File: src/rtl/spq_pkg.sv
// Shared types and constants for the stable sorted priority queue.
package spq_pkg;

  localparam int DATA_W = 32;
  localparam int CMD_W  = 2;
  localparam int STAT_W = 2;

  typedef enum logic [CMD_W-1:0] {
    CMD_INSERT = 2'd0,
    CMD_REMOVE = 2'd1,
    CMD_LIST   = 2'd2
  } cmd_t;

  typedef enum logic [STAT_W-1:0] {
    STAT_OK    = 2'd0,
    STAT_EMPTY = 2'd1,
    STAT_FULL  = 2'd2
  } status_t;

  typedef enum logic [1:0] {
    OP_HOLD   = 2'd0,
    OP_INSERT = 2'd1,
    OP_REMOVE = 2'd2,
    OP_ROTATE = 2'd3
  } cell_op_t;

  typedef struct packed {
    cell_op_t                  op;
    logic signed [DATA_W-1:0]  new_value;
    logic signed [DATA_W-1:0]  new_prio;
  } cell_ctrl_t;

endpackage

File: src/rtl/spq_cell.sv
// One storage cell of the sorted chain: holds an entry and trades it with its neighbours.
module spq_cell (
  input  logic                                clk,
  input  logic                                rst,
  input  spq_pkg::cell_ctrl_t                 ctrl,
  input  logic                                left_valid,
  input  logic signed [spq_pkg::DATA_W-1:0]   left_value,
  input  logic signed [spq_pkg::DATA_W-1:0]   left_prio,
  input  logic                                left_le,
  input  logic                                right_valid,
  input  logic signed [spq_pkg::DATA_W-1:0]   right_value,
  input  logic signed [spq_pkg::DATA_W-1:0]   right_prio,
  input  logic signed [spq_pkg::DATA_W-1:0]   head_value,
  input  logic signed [spq_pkg::DATA_W-1:0]   head_prio,
  output logic                                valid,
  output logic signed [spq_pkg::DATA_W-1:0]   ent_value,
  output logic signed [spq_pkg::DATA_W-1:0]   ent_prio,
  output logic                                le
);
  import spq_pkg::*;

  logic                     valid_next;
  logic signed [DATA_W-1:0] ent_value_next;
  logic signed [DATA_W-1:0] ent_prio_next;

  assign le = valid && (ent_prio <= ctrl.new_prio);

  always_comb begin
    valid_next     = valid;
    ent_value_next = ent_value;
    ent_prio_next  = ent_prio;
    unique case (ctrl.op)
      OP_HOLD: begin
      end
      OP_INSERT: begin
        if (le) begin
        end else if (left_le) begin
          valid_next     = 1'b1;
          ent_value_next = ctrl.new_value;
          ent_prio_next  = ctrl.new_prio;
        end else begin
          valid_next     = left_valid;
          ent_value_next = left_value;
          ent_prio_next  = left_prio;
        end
      end
      OP_REMOVE: begin
        valid_next     = right_valid;
        ent_value_next = right_value;
        ent_prio_next  = right_prio;
      end
      OP_ROTATE: begin
        if (right_valid) begin
          ent_value_next = right_value;
          ent_prio_next  = right_prio;
        end else if (valid) begin
          ent_value_next = head_value;
          ent_prio_next  = head_prio;
        end
      end
      default: begin
      end
    endcase
  end

  always_ff @(posedge clk) begin
    if (rst) begin
      valid <= 1'b0;
    end else begin
      valid <= valid_next;
    end
  end

  always_ff @(posedge clk) begin
    ent_value <= ent_value_next;
    ent_prio  <= ent_prio_next;
  end

endmodule

File: src/rtl/stable_sorted_priority_queue_core.sv
// Top level: stable sorted priority queue built as a chain of cells.
//
//  channel | handshake          | payload
//  --------+--------------------+------------------------------------------
//  in      | in_valid, in_stall | cmd, item_value, priority_req
//  out     | out_valid,out_stall| status, out_value, out_priority, last
//
// Insert and remove give one beat each; a new beat may follow every cycle when not stalled.
// A list enters the list state, then gives one beat per entry; input is stalled
// until its last beat is registered. The chain rotates one place per beat.
// Reset empties the queue; stored values are not cleared.
// The input stalls while the output register holds a beat that is stalled.
module stable_sorted_priority_queue_core #(
  parameter int QUEUE_DEPTH = 16
) (
  input  logic                               clk,
  input  logic                               rst,
  input  logic                               in_valid,
  output logic                               in_stall,
  input  logic [spq_pkg::CMD_W-1:0]          cmd,
  input  logic signed [spq_pkg::DATA_W-1:0]  item_value,
  input  logic signed [spq_pkg::DATA_W-1:0]  priority_req,
  output logic                               out_valid,
  input  logic                               out_stall,
  output logic [spq_pkg::STAT_W-1:0]         status,
  output logic signed [spq_pkg::DATA_W-1:0]  out_value,
  output logic signed [spq_pkg::DATA_W-1:0]  out_priority,
  output logic                               last
);
  import spq_pkg::*;

  localparam int CW = $clog2(QUEUE_DEPTH + 1);

  typedef enum logic [1:0] {
    S_IDLE = 2'b01,
    S_LIST = 2'b10
  } state_t;

  state_t                   state, state_next;
  logic [CW-1:0]            count, count_next;
  logic [CW-1:0]            remain, remain_next;
  cell_ctrl_t               ctrl;
  logic [QUEUE_DEPTH-1:0]   cell_valid;
  logic [QUEUE_DEPTH-1:0]   cell_le;
  logic signed [DATA_W-1:0] cell_value [QUEUE_DEPTH];
  logic signed [DATA_W-1:0] cell_prio  [QUEUE_DEPTH];

  logic                     accept;
  logic                     load_ok;
  logic                     emit;
  status_t                  emit_status;
  logic signed [DATA_W-1:0] emit_value;
  logic signed [DATA_W-1:0] emit_prio;
  logic                     emit_last;
  logic                     full;
  logic                     empty;

  assign full    = cell_valid[QUEUE_DEPTH-1];
  assign empty   = !cell_valid[0];
  assign load_ok = !out_valid || !out_stall;
  assign in_stall = (state == S_LIST) || !load_ok;
  assign accept  = in_valid && !in_stall;

  genvar g;
  generate
    for (g = 0; g < QUEUE_DEPTH; g++) begin : g_cell
      logic                     l_valid, l_le, r_valid;
      logic signed [DATA_W-1:0] l_value, l_prio, r_value, r_prio;
      if (g == 0) begin : g_first
        assign l_valid = 1'b0;
        assign l_le    = 1'b1;
        assign l_value = '0;
        assign l_prio  = '0;
      end else begin : g_mid
        assign l_valid = cell_valid[g-1];
        assign l_le    = cell_le[g-1];
        assign l_value = cell_value[g-1];
        assign l_prio  = cell_prio[g-1];
      end
      if (g == QUEUE_DEPTH - 1) begin : g_end
        assign r_valid = 1'b0;
        assign r_value = '0;
        assign r_prio  = '0;
      end else begin : g_inner
        assign r_valid = cell_valid[g+1];
        assign r_value = cell_value[g+1];
        assign r_prio  = cell_prio[g+1];
      end
      spq_cell u_cell (
        .clk         (clk),
        .rst         (rst),
        .ctrl        (ctrl),
        .left_valid  (l_valid),
        .left_value  (l_value),
        .left_prio   (l_prio),
        .left_le     (l_le),
        .right_valid (r_valid),
        .right_value (r_value),
        .right_prio  (r_prio),
        .head_value  (cell_value[0]),
        .head_prio   (cell_prio[0]),
        .valid       (cell_valid[g]),
        .ent_value   (cell_value[g]),
        .ent_prio    (cell_prio[g]),
        .le          (cell_le[g])
      );
    end
  endgenerate

  always_comb begin
    state_next     = state;
    count_next     = count;
    remain_next    = remain;
    ctrl.op        = OP_HOLD;
    ctrl.new_value = item_value;
    ctrl.new_prio  = priority_req;
    emit           = 1'b0;
    emit_status    = STAT_OK;
    emit_value     = '0;
    emit_prio      = '0;
    emit_last      = 1'b1;
    unique case (state)
      S_IDLE: begin
        if (accept) begin
          unique case (cmd)
            CMD_INSERT: begin
              emit = 1'b1;
              if (full) begin
                emit_status = STAT_FULL;
              end else begin
                ctrl.op    = OP_INSERT;
                count_next = count + CW'(1);
              end
            end
            CMD_REMOVE: begin
              emit = 1'b1;
              if (empty) begin
                emit_status = STAT_EMPTY;
              end else begin
                emit_value = cell_value[0];
                emit_prio  = cell_prio[0];
                ctrl.op    = OP_REMOVE;
                count_next = count - CW'(1);
              end
            end
            CMD_LIST: begin
              if (empty) begin
                emit        = 1'b1;
                emit_status = STAT_EMPTY;
              end else begin
                state_next  = S_LIST;
                remain_next = count;
              end
            end
            default: begin
            end
          endcase
        end
      end
      S_LIST: begin
        if (load_ok) begin
          emit        = 1'b1;
          emit_value  = cell_value[0];
          emit_prio   = cell_prio[0];
          emit_last   = (remain == CW'(1));
          ctrl.op     = OP_ROTATE;
          remain_next = remain - CW'(1);
          if (remain == CW'(1)) begin
            state_next = S_IDLE;
          end
        end
      end
      default: begin
        state_next = S_IDLE;
      end
    endcase
  end

  always_ff @(posedge clk) begin
    if (rst) begin
      state     <= S_IDLE;
      count     <= '0;
      remain    <= '0;
      out_valid <= 1'b0;
    end else begin
      state  <= state_next;
      count  <= count_next;
      remain <= remain_next;
      if (load_ok) begin
        out_valid <= emit;
      end
    end
  end

  always_ff @(posedge clk) begin
    if (load_ok && emit) begin
      status       <= emit_status;
      out_value    <= emit_value;
      out_priority <= emit_prio;
      last         <= emit_last;
    end
  end

  a_thermometer: assert property (@(posedge clk) disable iff (rst)
    ((cell_valid >> 1) & ~cell_valid) == '0)
    else $error("occupied cells are not contiguous from the head");

  a_count: assert property (@(posedge clk) disable iff (rst)
    $countones(cell_valid) == 32'(count))
    else $error("entry count disagrees with occupied cells");

  a_remain: assert property (@(posedge clk) disable iff (rst)
    state == S_LIST |-> remain != '0 && remain <= count)
    else $error("list countdown out of range");

  a_list_end: assert property (@(posedge clk) disable iff (rst)
    $past(state == S_LIST) && state == S_IDLE |-> out_valid && last)
    else $error("list ended without a final beat");

endmodule

File: config.mk
export PLATFORM = sky130hd
export DESIGN_NAME = stable_sorted_priority_queue_core
export DESIGN_NICKNAME = d
export VERILOG_FILES = /design/src/rtl/spq_pkg.sv /design/src/rtl/spq_cell.sv /design/src/rtl/stable_sorted_priority_queue_core.sv
export SDC_FILE = /design/constraint.sdc
export NUM_CORES = 2
export LEC_CHECK = 0
export ABC_CLOCK_PERIOD_IN_PS = 14640
export BUFFER_PORTS_ARGS = -buffer_cell sky130_fd_sc_hd__buf_2
export CORE_UTILIZATION = 40
export DETAILED_ROUTE_END_ITERATION = 10
export PLACE_DENSITY_LB_ADDON = 0.05
export RECOVER_POWER = 25
export SYNTH_ARGS = -nofsm -noshare
export SYNTH_HDL_FRONTEND = slang
export SYNTH_SLANG_ARGS = --single-unit
File: constraint.sdc
create_clock -name clk -period 14.64 [get_ports clk]
set_input_delay 3.66 -clock clk [delete_from_list [all_inputs] [get_ports clk]]
set_output_delay 3.66 -clock clk [all_outputs]
set_load 0.01 [all_outputs]
==> results by group <==
Die
  – DIE AREA: 0.185 sq mm
  – Row count: 156
  – CORE AREA: 0.182 sq mm
  – # IOs: 139
  – Die Height: 430 um
  – Die outline width: 430 um
  – Initial Util: 40.4%

Routing
  – Antenna-violating nets left: 0
  – Via count: 69100
  – Pre-antenna DRT Iters: 7
  – Via density: 7.10
  – Drc violations: 0
  – Iter 0 DRT Violations: 9591
  – Total Routed Length: 359000 um
  – WL/cell: 36.9 um

STA
  – Final Max Tran Viols: 786
  – WHS: 510 ps
  – TNS Setup: 0 ps
  – Tmin final: 11610 ps
  – RSZ-0062 raised after global routing: no
  – Slew headroom: -130%
  – Max frequency: 86.1 MHz
  – Final Hold Viols: 0
  – Count of final setup violators: 0
  – Final Cycle Share: 79.3%
  – Layout Skew: 38.6 ps
  – Worst Tran Pin Value: 3450 ps

Logic synthesis
  – Cell variety after synth: 75
  – Syn_nets: 8155
  – Syn Area/Cell: 9.71 sq um
  – #FFs+latches synth: 1120
  – YS warnings: 0
  – Post-Syn Area: 0.0734 sq mm
  – Synth Flop Type: edfxtp_1
  – Sequential area share after synthesis: 45.4%
  – Mapped Cells: 7557
  – EDFF count, synth: 1091
  – Async SR Flop Fraction: 0%

Clock network
  – # Post-CTS Setup Buffers: 0
  – CTS Root Buffer Type: clkbuf_16
  – CTS Buf Count: 142
  – Post-CTS sizing: 0
  – Max clock buf depth: 3
  – Skew-Pair Late Insertion Delay: 820 ps
  – # hold bufs at CTS: 0
  – H-Tree Depth: 4
  – Reg clk slew, reported paths: 60 ps
  – CTS sink cnt: 1120
  – CTS tree: built

Setup path
  – Crit Path Max Fanout: 37
  – Crit start category: input pin
  – CP endpoint kind: register
  – Critical path arrival: 12030 ps
  – CP Buf/Inv Count: 6
  – Setup Crit Path Kind: in -> reg
  – Cells along the critical path: clkbuf_1 -> a21oi_1 -> and3_1 -> nand3_1 -> a21oi_1 -> clkbuf_1 -> inv_1 -> ha_1 -> inv_1 -> nor2_1 -> nor3_2 -> clkbuf_1 -> buf_4
  – Worst path slowest cell: clkbuf_1
  – Worst stage delay on the critical path: 2080 ps
  – WP data required: 15050 ps
  – Largest delay share family, worst path: buffers and inverters
  – CP dominant cell by count: clkbuf_1

Placement
  – Port Buffer Count: 138
  – Hpwl dp: 214000 um
  – GPL Wtd Cong: 0.987

Global route
  – Antenna violations before repair: 27
  – Vias in the first global route: 64900
  – Global-route wire length before repair: 503000 um
  – GRT busiest layer: met2
  – Total GRT Usage: 37.6%
  – Largest net degree at the start of global routing: 169
  – Met1 Use GR: 50.0%
  – Met2 usage: 57.8%
  – Grt ovf: 0
  – GR Util met3: 8.14%

Job
  – Max_cap viols: 22

Power and ir drop
  – Register share of total power: 38.6%
  – Sw Pwr: 6.84 mW
  – Power share of the combinational group: 39.1%
  – Clock power share: 22.3%
  – P_leak: 28.9 nW
  – Sw Ratio: 43.8%
  – PD cells: 196 mW/mm^2
  – Internal: 8.79 mW
  – Peak supply drop: 0.167 mV

Finish
  – Fill cells: 17300
  – Commonest non-fill, non-tap cell in the layout: edfxtp_1
  – Most frequent cells in the layout: edfxtp_1 (1091), nand3_1 (820), nand2_1 (696)
  – Syn-to-layout area delta: 8.91%
  – Layout cells sized above 1: 5.87%
  – Fin nets: 7836

Run status
  – Run status: finished, violations left
  – Failing checks: max-capacitance violations, max-slew violations

Min path
  – Class of the worst hold path: reg -> reg
[state kept, by name (all words and copies together), names as in the netlist]
register and cells:
out_value 32, status 2, last 1, count 5
state 2, g_cell.u_cell.ent_value 512, g_cell.u_cell.valid 16, remain 5
out_valid 1, out_priority 32, g_cell.u_cell.ent_prio 512
[power groups by stage]
| stage | clock network [mW] | registers (mW) | logic [mW] |
|---|---|---|---|
| finish | 3.48 | 6.03 | 6.12 |
| global route | 3.61 | 6.08 | 6.40 |
| CTS | 3.51 | 5.96 | 5.95 |
| detailed placement | 0 | 6.01 | 5.95 |
| global placement | 0 | 6.02 | 5.84 |
| floorplan | 0 | 5.58 | 3.65 |
[cell type report]
type | count | area (sq um) | area share, %
well taps | 2370 | 2970 | 3.71
clock buffers | 187 | 3830 | 4.79
clock inverters | 61 | 543 | 0.680
diodes | 18 | 45.0 | 0.0564
flip-flops and latches | 1120 | 33400 | 41.8
multi-input cells | 5612 | 37100 | 46.5
repair buffers | 271 | 1640 | 2.06
inverters | 91 | 344 | 0.431
[final timing paths]
kind | end | from | cells after the start | slack, ps
setup / recovery | g_cell[6].u_cell.ent_prio[9]$_DFFE_PP_ | out_stall | 13 | 3030
setup reg to reg | g_cell[6].u_cell.ent_prio[9]$_DFFE_PP_ | state[0]$_SDFFE_PP1P_ | 14 | 5200
hold reg to reg | state[0]$_SDFFE_PP1P_ | state[0]$_SDFFE_PP1P_ | 2 | 510
hold / removal | state[0]$_SDFFE_PP1P_ | state[0]$_SDFFE_PP1P_ | 2 | 510
[logic make-up (layout without fill, tap and decap cells)]
logic type      count (synthesis)  in the layout  share of synthesized area [%]
flops                        1120           1120                           45.4
buf+inv                       825            610                           4.47
fa+ha+maj                     528            528                           9.01
other cells                     0             18                              0
xor+xnor                        6              6                         0.0716
compound gates               1922           1922                           18.1
mux                           365            365                           4.99
simple gates                 2791           2791                           17.9
[cells in the mapped netlist (all sizes together) (13+ instances only)]
cell | n | share of area, %
edfxtp | 1091 | 45
nand3 | 820 | 5.6
nand2 | 704 | 3.6
nor2 | 691 | 3.5
a21oi | 647 | 4.4
clkbuf | 619 | 3.2
ha | 527 | 9.0
o211ai | 474 | 4.9
mux2i | 360 | 4.9
nand4 | 299 | 2.5
o221ai | 288 | 3.4
a221oi | 236 | 2.8
o21ai | 119 | 0.81
buf | 115 | 0.84
inv | 91 | 0.47
and2 | 68 | 0.58
nand4b | 63 | 0.75
nor4 | 48 | 0.42
a21o | 33 | 0.34
dfxtp | 29 | 0.79
nor3 | 28 | 0.20
a211oi | 24 | 0.25
nor2b | 20 | 0.17
nand2b | 14 | 0.12
and4 | 13 | 0.16
[worst register-to-register path: stages (launching register included)]
cell,delay (ps)
dfxtp_1,350
inv_1,50
ha_1,350
a21oi_1,290
and3_1,280
nand3_1,100
a21oi_1,230
clkbuf_1,2050
inv_1,680
ha_1,460
inv_1,540
nor2_1,250
nor3_2,210
clkbuf_1,2080
buf_4,1070
[metal layers]
metal | routed length, um | vias up
li1 | - | 28900
met1 | 143000 | 34300
met2 | 158000 | 4789
met3 | 38100 | 1118
met4 | 20500 | 12
met5 | 59 | -
[per-stage QoR]
stage | util [%] | setup WS, ps | power, mW | instance area, sq um | std cells
5_1_grt | 44.0 | 2980 | 16.1 | 79900 | 9720
3_5_place_dp | 41.7 | 4980 | 12.0 | 75700 | 9464
2_1_floorplan | - | 2980 | 9.24 | 73400 | 7557
6_report | 44.0 | 3030 | 15.6 | 79900 | 9730
3_3_place_gp | 41.7 | 5160 | 11.9 | 75700 | 9464
4_1_cts | 44.1 | 5860 | 15.4 | 80100 | 9712
Note: power is estimated with default switching activity, not from simulation.
